<file path="src/rtl/skf_pkg.sv">
// Shared types for the scalar Kalman filter core.
// Holds the datapath operation codes and the control and status bundles
// passed between the microcode sequencer and the datapath. No dependencies.
package skf_pkg;

    typedef enum logic [3:0] {
        OP_NOP,
        OP_LOAD,
        OP_ADD_Q,
        OP_ADD_R,
        OP_NUM,
        OP_DIV_INIT,
        OP_DIV_STEP,
        OP_MUL_X,
        OP_ROUND_X,
        OP_UPD_X,
        OP_MUL_P,
        OP_UPD_P,
        OP_FINISH
    } op_t;

    typedef struct packed {
        op_t         op;
        logic        reload;
        logic [31:0] reload_est;
        logic [30:0] reload_cov;
    } ctrl_t;

    typedef struct packed {
        logic den_zero;
        logic div_last;
    } status_t;

endpackage

</file>
<file path="src/rtl/skf_datapath.sv">
// Arithmetic datapath of the scalar Kalman filter core.
// Executes one operation code per cycle from the sequencer; holds the filter
// state, the working registers and the result registers. Depends on skf_pkg.
module skf_datapath
    import skf_pkg::*;
(
    input  logic               clk,
    input  logic               rst_n,
    input  ctrl_t              ctrl,
    output status_t            status,
    input  logic        [30:0] process_noise,
    input  logic        [30:0] measurement_noise,
    input  logic signed [31:0] measurement,
    output logic signed [31:0] estimate,
    output logic        [16:0] gain,
    output logic        [30:0] covariance,
    output logic               error
);

    localparam logic [30:0] COV_MAX = 31'h7FFF_FFFF;
    localparam logic [4:0]  DIV_STEPS = 5'd17;

    // Filter state and the sequencer-visible divide counter.
    logic signed [31:0] x_reg;
    logic        [30:0] p_reg;
    logic        [4:0]  cnt_reg;

    // Working registers.
    logic signed [31:0] meas_reg;
    logic        [30:0] pp_reg;
    logic        [31:0] den_reg;
    logic        [47:0] num_reg;
    logic        [31:0] rem_reg;
    logic        [16:0] quo_reg;
    logic signed [32:0] diff_reg;
    logic signed [50:0] prod_reg;
    logic        [34:0] rnd_reg;
    logic               neg_reg;
    logic        [47:0] prodp_reg;
    logic signed [31:0] xn_reg;
    logic        [30:0] pn_reg;
    logic        [16:0] gain_reg;
    logic               err_reg;

    // Result registers.
    logic signed [31:0] est_out_reg;
    logic        [16:0] gain_out_reg;
    logic        [30:0] cov_out_reg;
    logic               err_out_reg;

    logic        [31:0] pp_sum;
    logic        [30:0] pp_sat;
    logic        [31:0] den_sum;
    logic        [47:0] num_sum;
    logic        [32:0] trial;
    logic        [32:0] trial_sub;
    logic               trial_ge;
    logic signed [50:0] prod_x;
    logic        [50:0] mag;
    logic signed [35:0] x_ext;
    logic signed [35:0] r_ext;
    logic signed [35:0] x_sum;
    logic signed [31:0] x_sat;
    logic        [16:0] factor;
    logic        [47:0] prodp;
    logic        [47:0] p_round;

    always_comb
    begin
        pp_sum    = {1'b0, p_reg} + {1'b0, process_noise};
        pp_sat    = pp_sum[31] ? COV_MAX : pp_sum[30:0];
        den_sum   = {1'b0, pp_reg} + {1'b0, measurement_noise};
        num_sum   = {1'b0, pp_reg, 16'b0} + {17'b0, den_reg[31:1]};

        trial     = {rem_reg, quo_reg[16]};
        trial_sub = trial - {1'b0, den_reg};
        trial_ge  = !trial_sub[32];

        prod_x    = $signed({1'b0, gain_reg}) * diff_reg;

        // Round half away from zero: the magnitude gets the half added.
        if (prod_reg[50])
        begin
            mag = (~prod_reg) + 51'd32769;
        end
        else
        begin
            mag = prod_reg + 51'd32768;
        end

        x_ext = {{4{x_reg[31]}}, x_reg};
        r_ext = {1'b0, rnd_reg};
        x_sum = neg_reg ? (x_ext - r_ext) : (x_ext + r_ext);
        if (x_sum > 36'sd2147483647)
        begin
            x_sat = 32'sh7FFF_FFFF;
        end
        else if (x_sum < -36'sd2147483648)
        begin
            x_sat = 32'sh8000_0000;
        end
        else
        begin
            x_sat = x_sum[31:0];
        end

        factor  = 17'h10000 - gain_reg;
        prodp   = factor * pp_reg;
        p_round = prodp_reg + 48'd32768;
    end

    // Filter state and divide counter.
    always_ff @(posedge clk or negedge rst_n)
    begin
        if (!rst_n)
        begin
            x_reg   <= 32'sd0;
            p_reg   <= 31'd65536;
            cnt_reg <= 5'd0;
        end
        else
        begin
            if (ctrl.reload)
            begin
                x_reg <= ctrl.reload_est;
                p_reg <= ctrl.reload_cov;
            end
            else if (ctrl.op == OP_FINISH)
            begin
                x_reg <= xn_reg;
                p_reg <= pn_reg;
            end
            case (ctrl.op)
                OP_DIV_INIT: cnt_reg <= DIV_STEPS;
                OP_DIV_STEP: cnt_reg <= cnt_reg - 5'd1;
                default:     cnt_reg <= cnt_reg;
            endcase
        end
    end

    always_ff @(posedge clk)
    begin
        case (ctrl.op)
            OP_LOAD:
            begin
                meas_reg <= measurement;
            end
            OP_ADD_Q:
            begin
                pp_reg   <= pp_sat;
                diff_reg <= {meas_reg[31], meas_reg} - {x_reg[31], x_reg};
            end
            OP_ADD_R:
            begin
                den_reg <= den_sum;
            end
            OP_NUM:
            begin
                num_reg <= num_sum;
                // Zero denominator: no update, gain zero, flag raised.
                err_reg  <= (den_reg == 32'd0);
                gain_reg <= 17'd0;
                xn_reg   <= x_reg;
                pn_reg   <= pp_reg;
            end
            OP_DIV_INIT:
            begin
                // The quotient fits 17 bits, so the top of the numerator is
                // already below the divisor.
                rem_reg <= {1'b0, num_reg[47:17]};
                quo_reg <= num_reg[16:0];
            end
            OP_DIV_STEP:
            begin
                rem_reg <= trial_ge ? trial_sub[31:0] : trial[31:0];
                quo_reg <= {quo_reg[15:0], trial_ge};
                if (status.div_last)
                begin
                    gain_reg <= {quo_reg[15:0], trial_ge};
                end
            end
            OP_MUL_X:
            begin
                prod_reg <= prod_x;
            end
            OP_ROUND_X:
            begin
                neg_reg <= prod_reg[50];
                rnd_reg <= mag[50:16];
            end
            OP_UPD_X:
            begin
                xn_reg <= x_sat;
            end
            OP_MUL_P:
            begin
                prodp_reg <= prodp;
            end
            OP_UPD_P:
            begin
                // The scaled covariance never exceeds p', so no clamp.
                pn_reg <= p_round[46:16];
            end
            OP_FINISH:
            begin
                est_out_reg  <= xn_reg;
                gain_out_reg <= gain_reg;
                cov_out_reg  <= pn_reg;
                err_out_reg  <= err_reg;
            end
            default:
            begin
            end
        endcase
    end

    assign status.den_zero = (den_reg == 32'd0);
    assign status.div_last = (cnt_reg == 5'd1);

    assign estimate   = est_out_reg;
    assign gain       = gain_out_reg;
    assign covariance = cov_out_reg;
    assign error      = err_out_reg;

endmodule

</file>
<file path="src/rtl/scalar_kalman_filter_core.sv">
// Scalar Kalman filter core: one measurement beat in, one result beat out.
// The result is valid once the microprogram has run its steps (the divide and
// updates are skipped when p' + r is zero), later only while the previous
// result still waits on stall. The next input is taken only after the finish
// step; the gain comes from the 17-step restoring divide.
// Reset (rst_n, asynchronous, active low) restores the register defaults and
// loads the estimate and covariance from them; no clearing pass is needed.

// Top level: configuration registers, microcode sequencer and handshakes.
// Instantiates skf_datapath; depends on skf_pkg.
module scalar_kalman_filter_core
    import skf_pkg::*;
(
    input  logic               clk,
    input  logic               rst_n,
    input  logic               cfg_write,
    input  logic        [1:0]  cfg_index,
    input  logic        [31:0] cfg_data,
    input  logic               in_valid,
    output logic               in_stall,
    input  logic signed [31:0] measurement,
    output logic               out_valid,
    input  logic               out_stall,
    output logic signed [31:0] estimate,
    output logic        [16:0] gain,
    output logic        [30:0] covariance,
    output logic               error
);

    // Register indexes.
    localparam logic [1:0] REG_PROCESS_NOISE      = 2'd0;
    localparam logic [1:0] REG_MEASUREMENT_NOISE  = 2'd1;
    localparam logic [1:0] REG_INITIAL_ESTIMATE   = 2'd2;
    localparam logic [1:0] REG_INITIAL_COVARIANCE = 2'd3;

    // Jump conditions. When the condition holds the sequencer goes to the
    // target, otherwise to the next step.
    typedef enum logic [2:0] {
        C_NEVER,
        C_ALWAYS,
        C_NO_INPUT,
        C_COUNT_LEFT,
        C_DEN_ZERO,
        C_OUT_BUSY
    } cond_t;

    typedef struct packed {
        op_t        op;
        cond_t      cond;
        logic [3:0] target;
    } uword_t;

    localparam logic [3:0] PC_WAIT   = 4'd0;
    localparam logic [3:0] PC_DIV    = 4'd5;
    localparam logic [3:0] PC_FINISH = 4'd11;

    // The microprogram. Step 0 waits for a measurement beat; the divide step
    // repeats until its counter runs out; the finish step holds while the
    // previous result has not been taken.
    function automatic uword_t ucode(input logic [3:0] addr);
        uword_t w;
        case (addr)
            4'd0:    w = '{op: OP_LOAD,     cond: C_NO_INPUT,   target: PC_WAIT};
            4'd1:    w = '{op: OP_ADD_Q,    cond: C_NEVER,      target: PC_WAIT};
            4'd2:    w = '{op: OP_ADD_R,    cond: C_NEVER,      target: PC_WAIT};
            4'd3:    w = '{op: OP_NUM,      cond: C_DEN_ZERO,   target: PC_FINISH};
            4'd4:    w = '{op: OP_DIV_INIT, cond: C_NEVER,      target: PC_WAIT};
            4'd5:    w = '{op: OP_DIV_STEP, cond: C_COUNT_LEFT, target: PC_DIV};
            4'd6:    w = '{op: OP_MUL_X,    cond: C_NEVER,      target: PC_WAIT};
            4'd7:    w = '{op: OP_ROUND_X,  cond: C_NEVER,      target: PC_WAIT};
            4'd8:    w = '{op: OP_UPD_X,    cond: C_NEVER,      target: PC_WAIT};
            4'd9:    w = '{op: OP_MUL_P,    cond: C_NEVER,      target: PC_WAIT};
            4'd10:   w = '{op: OP_UPD_P,    cond: C_NEVER,      target: PC_WAIT};
            4'd11:   w = '{op: OP_FINISH,   cond: C_OUT_BUSY,   target: PC_FINISH};
            default: w = '{op: OP_NOP,      cond: C_ALWAYS,     target: PC_WAIT};
        endcase
        return w;
    endfunction

    // Configuration registers.
    logic [30:0] process_noise_reg;
    logic [30:0] measurement_noise_reg;
    logic [31:0] initial_estimate_reg;
    logic [30:0] initial_covariance_reg;

    logic [3:0]  pc_reg;
    logic [3:0]  pc_next;
    logic        out_valid_reg;
    logic        out_valid_next;

    uword_t      word;
    logic        out_busy;
    logic        jump;
    ctrl_t       ctrl;
    status_t     status;

    assign word     = ucode(pc_reg);
    assign out_busy = out_valid_reg && out_stall;

    always_comb
    begin
        case (word.cond)
            C_NEVER:      jump = 1'b0;
            C_ALWAYS:     jump = 1'b1;
            C_NO_INPUT:   jump = !in_valid;
            C_COUNT_LEFT: jump = !status.div_last;
            C_DEN_ZERO:   jump = status.den_zero;
            C_OUT_BUSY:   jump = out_busy;
            default:      jump = 1'b1;
        endcase
        pc_next = jump ? word.target : (pc_reg + 4'd1);

        // A waiting step does nothing until its condition clears.
        ctrl.op = word.op;
        if ((word.cond == C_NO_INPUT || word.cond == C_OUT_BUSY) && jump)
        begin
            ctrl.op = OP_NOP;
        end

        // Writing either initial register reloads the state from both.
        ctrl.reload     = cfg_write && (cfg_index == REG_INITIAL_ESTIMATE ||
                                        cfg_index == REG_INITIAL_COVARIANCE);
        ctrl.reload_est = (cfg_index == REG_INITIAL_ESTIMATE) ? cfg_data
                                                              : initial_estimate_reg;
        ctrl.reload_cov = (cfg_index == REG_INITIAL_COVARIANCE) ? cfg_data[30:0]
                                                                : initial_covariance_reg;

        // The output register is loaded on finish and cleared once taken.
        out_valid_next = out_valid_reg;
        if (out_valid_reg && !out_stall)
        begin
            out_valid_next = 1'b0;
        end
        if (ctrl.op == OP_FINISH)
        begin
            out_valid_next = 1'b1;
        end
    end

    always_ff @(posedge clk or negedge rst_n)
    begin
        if (!rst_n)
        begin
            pc_reg                 <= PC_WAIT;
            out_valid_reg          <= 1'b0;
            process_noise_reg      <= 31'd655;
            measurement_noise_reg  <= 31'd65536;
            initial_estimate_reg   <= 32'd0;
            initial_covariance_reg <= 31'd65536;
        end
        else
        begin
            pc_reg        <= pc_next;
            out_valid_reg <= out_valid_next;
            if (cfg_write)
            begin
                case (cfg_index)
                    REG_PROCESS_NOISE:      process_noise_reg      <= cfg_data[30:0];
                    REG_MEASUREMENT_NOISE:  measurement_noise_reg  <= cfg_data[30:0];
                    REG_INITIAL_ESTIMATE:   initial_estimate_reg   <= cfg_data;
                    REG_INITIAL_COVARIANCE: initial_covariance_reg <= cfg_data[30:0];
                    default:                process_noise_reg      <= process_noise_reg;
                endcase
            end
        end
    end

    // Input beats are taken only in the wait step.
    assign in_stall  = (word.cond != C_NO_INPUT);
    assign out_valid = out_valid_reg;

    skf_datapath u_datapath
    (
        .clk               (clk),
        .rst_n             (rst_n),
        .ctrl              (ctrl),
        .status            (status),
        .process_noise     (process_noise_reg),
        .measurement_noise (measurement_noise_reg),
        .measurement       (measurement),
        .estimate          (estimate),
        .gain              (gain),
        .covariance        (covariance),
        .error             (error)
    );

endmodule

</file>
<file path="config.mk">
export PLATFORM = sky130hd
export DESIGN_NAME = scalar_kalman_filter_core
export DESIGN_NICKNAME = d
export VERILOG_FILES = /design/src/rtl/skf_pkg.sv /design/src/rtl/skf_datapath.sv /design/src/rtl/scalar_kalman_filter_core.sv
export SDC_FILE = /design/constraint.sdc
export NUM_CORES = 2
export LEC_CHECK = 0
export BUFFER_PORTS_ARGS = -buffer_cell sky130_fd_sc_hd__clkbuf_2
export CAP_MARGIN = 20
export CORE_MARGIN = 10
export CORE_UTILIZATION = 25
export CTS_CLUSTER_DIAMETER = 60
export DETAILED_ROUTE_END_ITERATION = 12
export GPL_TIMING_DRIVEN = 0
export HOLD_SLACK_MARGIN = 0.06
export SLEW_MARGIN = 30
export SYNTH_ARGS = -nofsm -noshare
export SYNTH_HDL_FRONTEND = slang
export SYNTH_SLANG_ARGS = --single-unit
</file>
<file path="constraint.sdc">
create_clock -name clk -period 9.6 [get_ports clk]
set_input_delay 1.44 -clock clk [delete_from_list [all_inputs] [get_ports clk]]
set_output_delay 1.44 -clock clk [all_outputs]
set_load 0.02 [all_outputs]
</file>
==> impl_metrics.ini <==
[run_status]
status = finished, final reports clean

[yosys]
async_flop_share = 0.2813
yosysSeqAreaShare = 0.2758
yosys_most_used_dff = edfxtp_1
yosysWarnings = 0
synthesis.area_um2 = 73110
synth-edff-count = 506
syn_nets = 8926
synth_top_area_share = 0.2664
postSynthCellCount = 7456
ys_ff_latch = 704
synth.avg_cell_area_um2 = 9.805
synth_top_cell_by_area = fa_1
synth.distinct_cells = 90
synthTopCellsByArea = fa_1 (27%), edfxtp_1 (21%), ha_1 (7.3%)

[grt]
grt_usage = 0.1430
grt_pass1_vias = 54520
antenna_found_initial = 16
grt_max_degree = 65
grt_pass1_wl_um = 346600
grt_overflow = 0

[floorplanning]
die_x_um = 560.8
core-area_um2 = 291100
die_area_um2 = 314500
ios = 154
num_rows = 198
die_h_um = 560.8
initial_core_util = 0.2512

[detailed_routing]
wl_per_cell_um = 19.68
num_vias = 54370
ant_nets = 0
drt-initial-drc-count = 4840
drc_errors = 0
routed_via_density = 4.650
wl_um = 230100
first_pass_iters = 6

[layout]
fin_area_um2 = 82180
final_common_cell = inv_1
fin_util = 0.2823
layout_common_cells = inv_1 (1286), nand2_1 (1118), fa_1 (973)
nets = 9183
area_delta_synth_final_pct = 12.40
largest_reg_flops = 51
drive_above_1_share = 0.07236

[setup_path]
crit_top_cell = fa_1
crit_fanout = 10
worst_setup_path_start_kind = flop
critPathLaunch = u_datapath.gain_reg[0]$_SDFFCE_PN0P_
worst_setup_path_end_kind = flop
required_ps = 10040
worst_ep_arrival_time_ps = 9670
r2r-start = u_datapath.gain_reg[0]$_SDFFCE_PN0P_
critPathMaxStageDelay_ps = 590
crit_slowest_cell = or4b_2
path_class = flop to flop

[timing]
drv_slew = 0
fmax_mhz = 108.4
setup_viol_count_final = 0
clock_skew_ps = 33.41
maxSlewHeadroom = 0.2759
timing.final.hold_violations = 0
post-route-min-period_ps = 9222
tns_ps = 0
post-route-period-util = 0.9606
worstMarginPinSlew_ps = 1078
fin_hold_ws_ps = 450.6
rsz0062_at_grt = true

[clock_network]
clock-root-buffer = clkbuf_16
cts_tree = built
htreeDepth = 3
clk_pin_slew_ps = 60
cts_sinks = 704
worstSkewPairLatency_ps = 700
cts_hold_buf = 0
cts_made_buffers = 83
clockBufferDepth = 3

[placement]
postPlaceCellArea_um2 = 79140
portBuffers = 153
dp_hpwl_um = 188800
gp_congestion = 0.9082

[worst_hold_path]
hold_path_startpoint = u_datapath.gain_reg[12]$_SDFFCE_PN0P_
hold_path_class = flop to flop

[run]
max_cap_viol_count = 0
==> layer usage <==
layer,share of wire,up-vias,wire [um],GRT usage
met5,0.00011,-,25,0
met4,0.036,4,8317,0.04386
met3,0.078,337,17850,0.02772
met2,0.47,1899,107500,0.2346
met1,0.42,27520,96430,0.1904
li1,-,24610,-,-
==> timing repair <==
| item | in CTS | in global routing |
|---|---|---|
| buffers inserted | 4 | 2 |
| hold endpoints to repair | 0 | 0 |
| gates resized for setup | 37 | 29 |
| pin swaps | 1 | 2 |
| endpoints found under the setup margin | 26 | 7 |
==> synth_stat cells (10+ instances only) <==
cell,number
a31oi_1,93
and2_1,372
fa_1,973
a21oi_1,236
o21a_1,40
a21o_1,133
nand2_1,1121
nor2_1,197
and3_1,79
xor2_1,123
nand4_1,26
ha_1,426
a21boi_0,13
mux2_2,130
or2_2,11
a211oi_1,87
nor3_1,69
o211ai_1,18
edfxtp_1,506
nor2b_1,73
o31a_1,13
buf_1,22
nand3_1,93
and4_1,14
mux2i_1,33
o22ai_1,10
or3_1,25
nand2b_1,34
o31ai_1,13
or4_1,14
o21bai_1,29
nor4_1,31
buf_2,13
o21ai_0,209
dfrtp_1,189
a221o_1,36
clkbuf_1,298
inv_1,1287
xnor2_1,224
==> layout make-up <==
class / instances / area [um2]
Tap cell: 3900 / 4880
Antenna cell: 12 / 30.03
Fill cell: 30710 / 208900
Inverter: 1288 / 4837
Buffer: 338 / 1383
Multi-Input combinational cell: 5125 / 46980
Timing Repair Buffer: 173 / 1115
Clock buffer: 107 / 2250
Sequential cell: 704 / 20160
Clock inverter: 46 / 544.3
==> logic make-up after synthesis <==
family,Yosys count,share of synthesized area
fa+ha+maj,1399,0.3393
flops,704,0.2758
mux,163,0.02454
xor+xnor,348,0.04179
simple gates,2183,0.1405
buf+inv,1627,0.08437
compound gates,1032,0.09370
==> per-stage QoR <==
stage / instances / setup slack [ps]
after CTS: 11680 / 4.942
after floorplan: 7456 / 1545
after global placement: 11510 / -1916
after detailed placement: 11520 / -1956
after global routing: 11690 / -53.88
final: 11690 / 378.4
==> worst paths after layout <==
kind,endpoint,slack [ps],depth (start not counted)
worst max-delay path,u_datapath.prodp_reg[41]$_DFFE_PN_,380,30
worst min-delay path,u_datapath.gain[12]$_DFFE_PP_,450,0
worst max register to register,u_datapath.prodp_reg[41]$_DFFE_PN_,380,30
worst min register to register,u_datapath.gain[12]$_DFFE_PP_,450,0
max in group asynchronous,u_datapath.p_reg[16]$_DFFE_PN1P_,8020,3
min in group asynchronous,u_datapath.x_reg[12]$_DFFE_PN0P_,610,1
==> critical path, delay by kind of cell (launching register included) <==
| family | cells | cell delay (ps) |
|---|---|---|
| AO/OA/AOI/OAI | 7 | 1420 |
| XOR/XNOR | 1 | 580 |
| adder cells (fa/ha/maj) | 8 | 3530 |
| buffers and inverters | 7 | 1510 |
| flip-flops | 1 | 390 |
| AND/OR/NAND/NOR | 7 | 1550 |
Power is left out: the tool's default activity adds up to more than one toggle a clock period on the data nets, which glitch-free logic cannot reach.
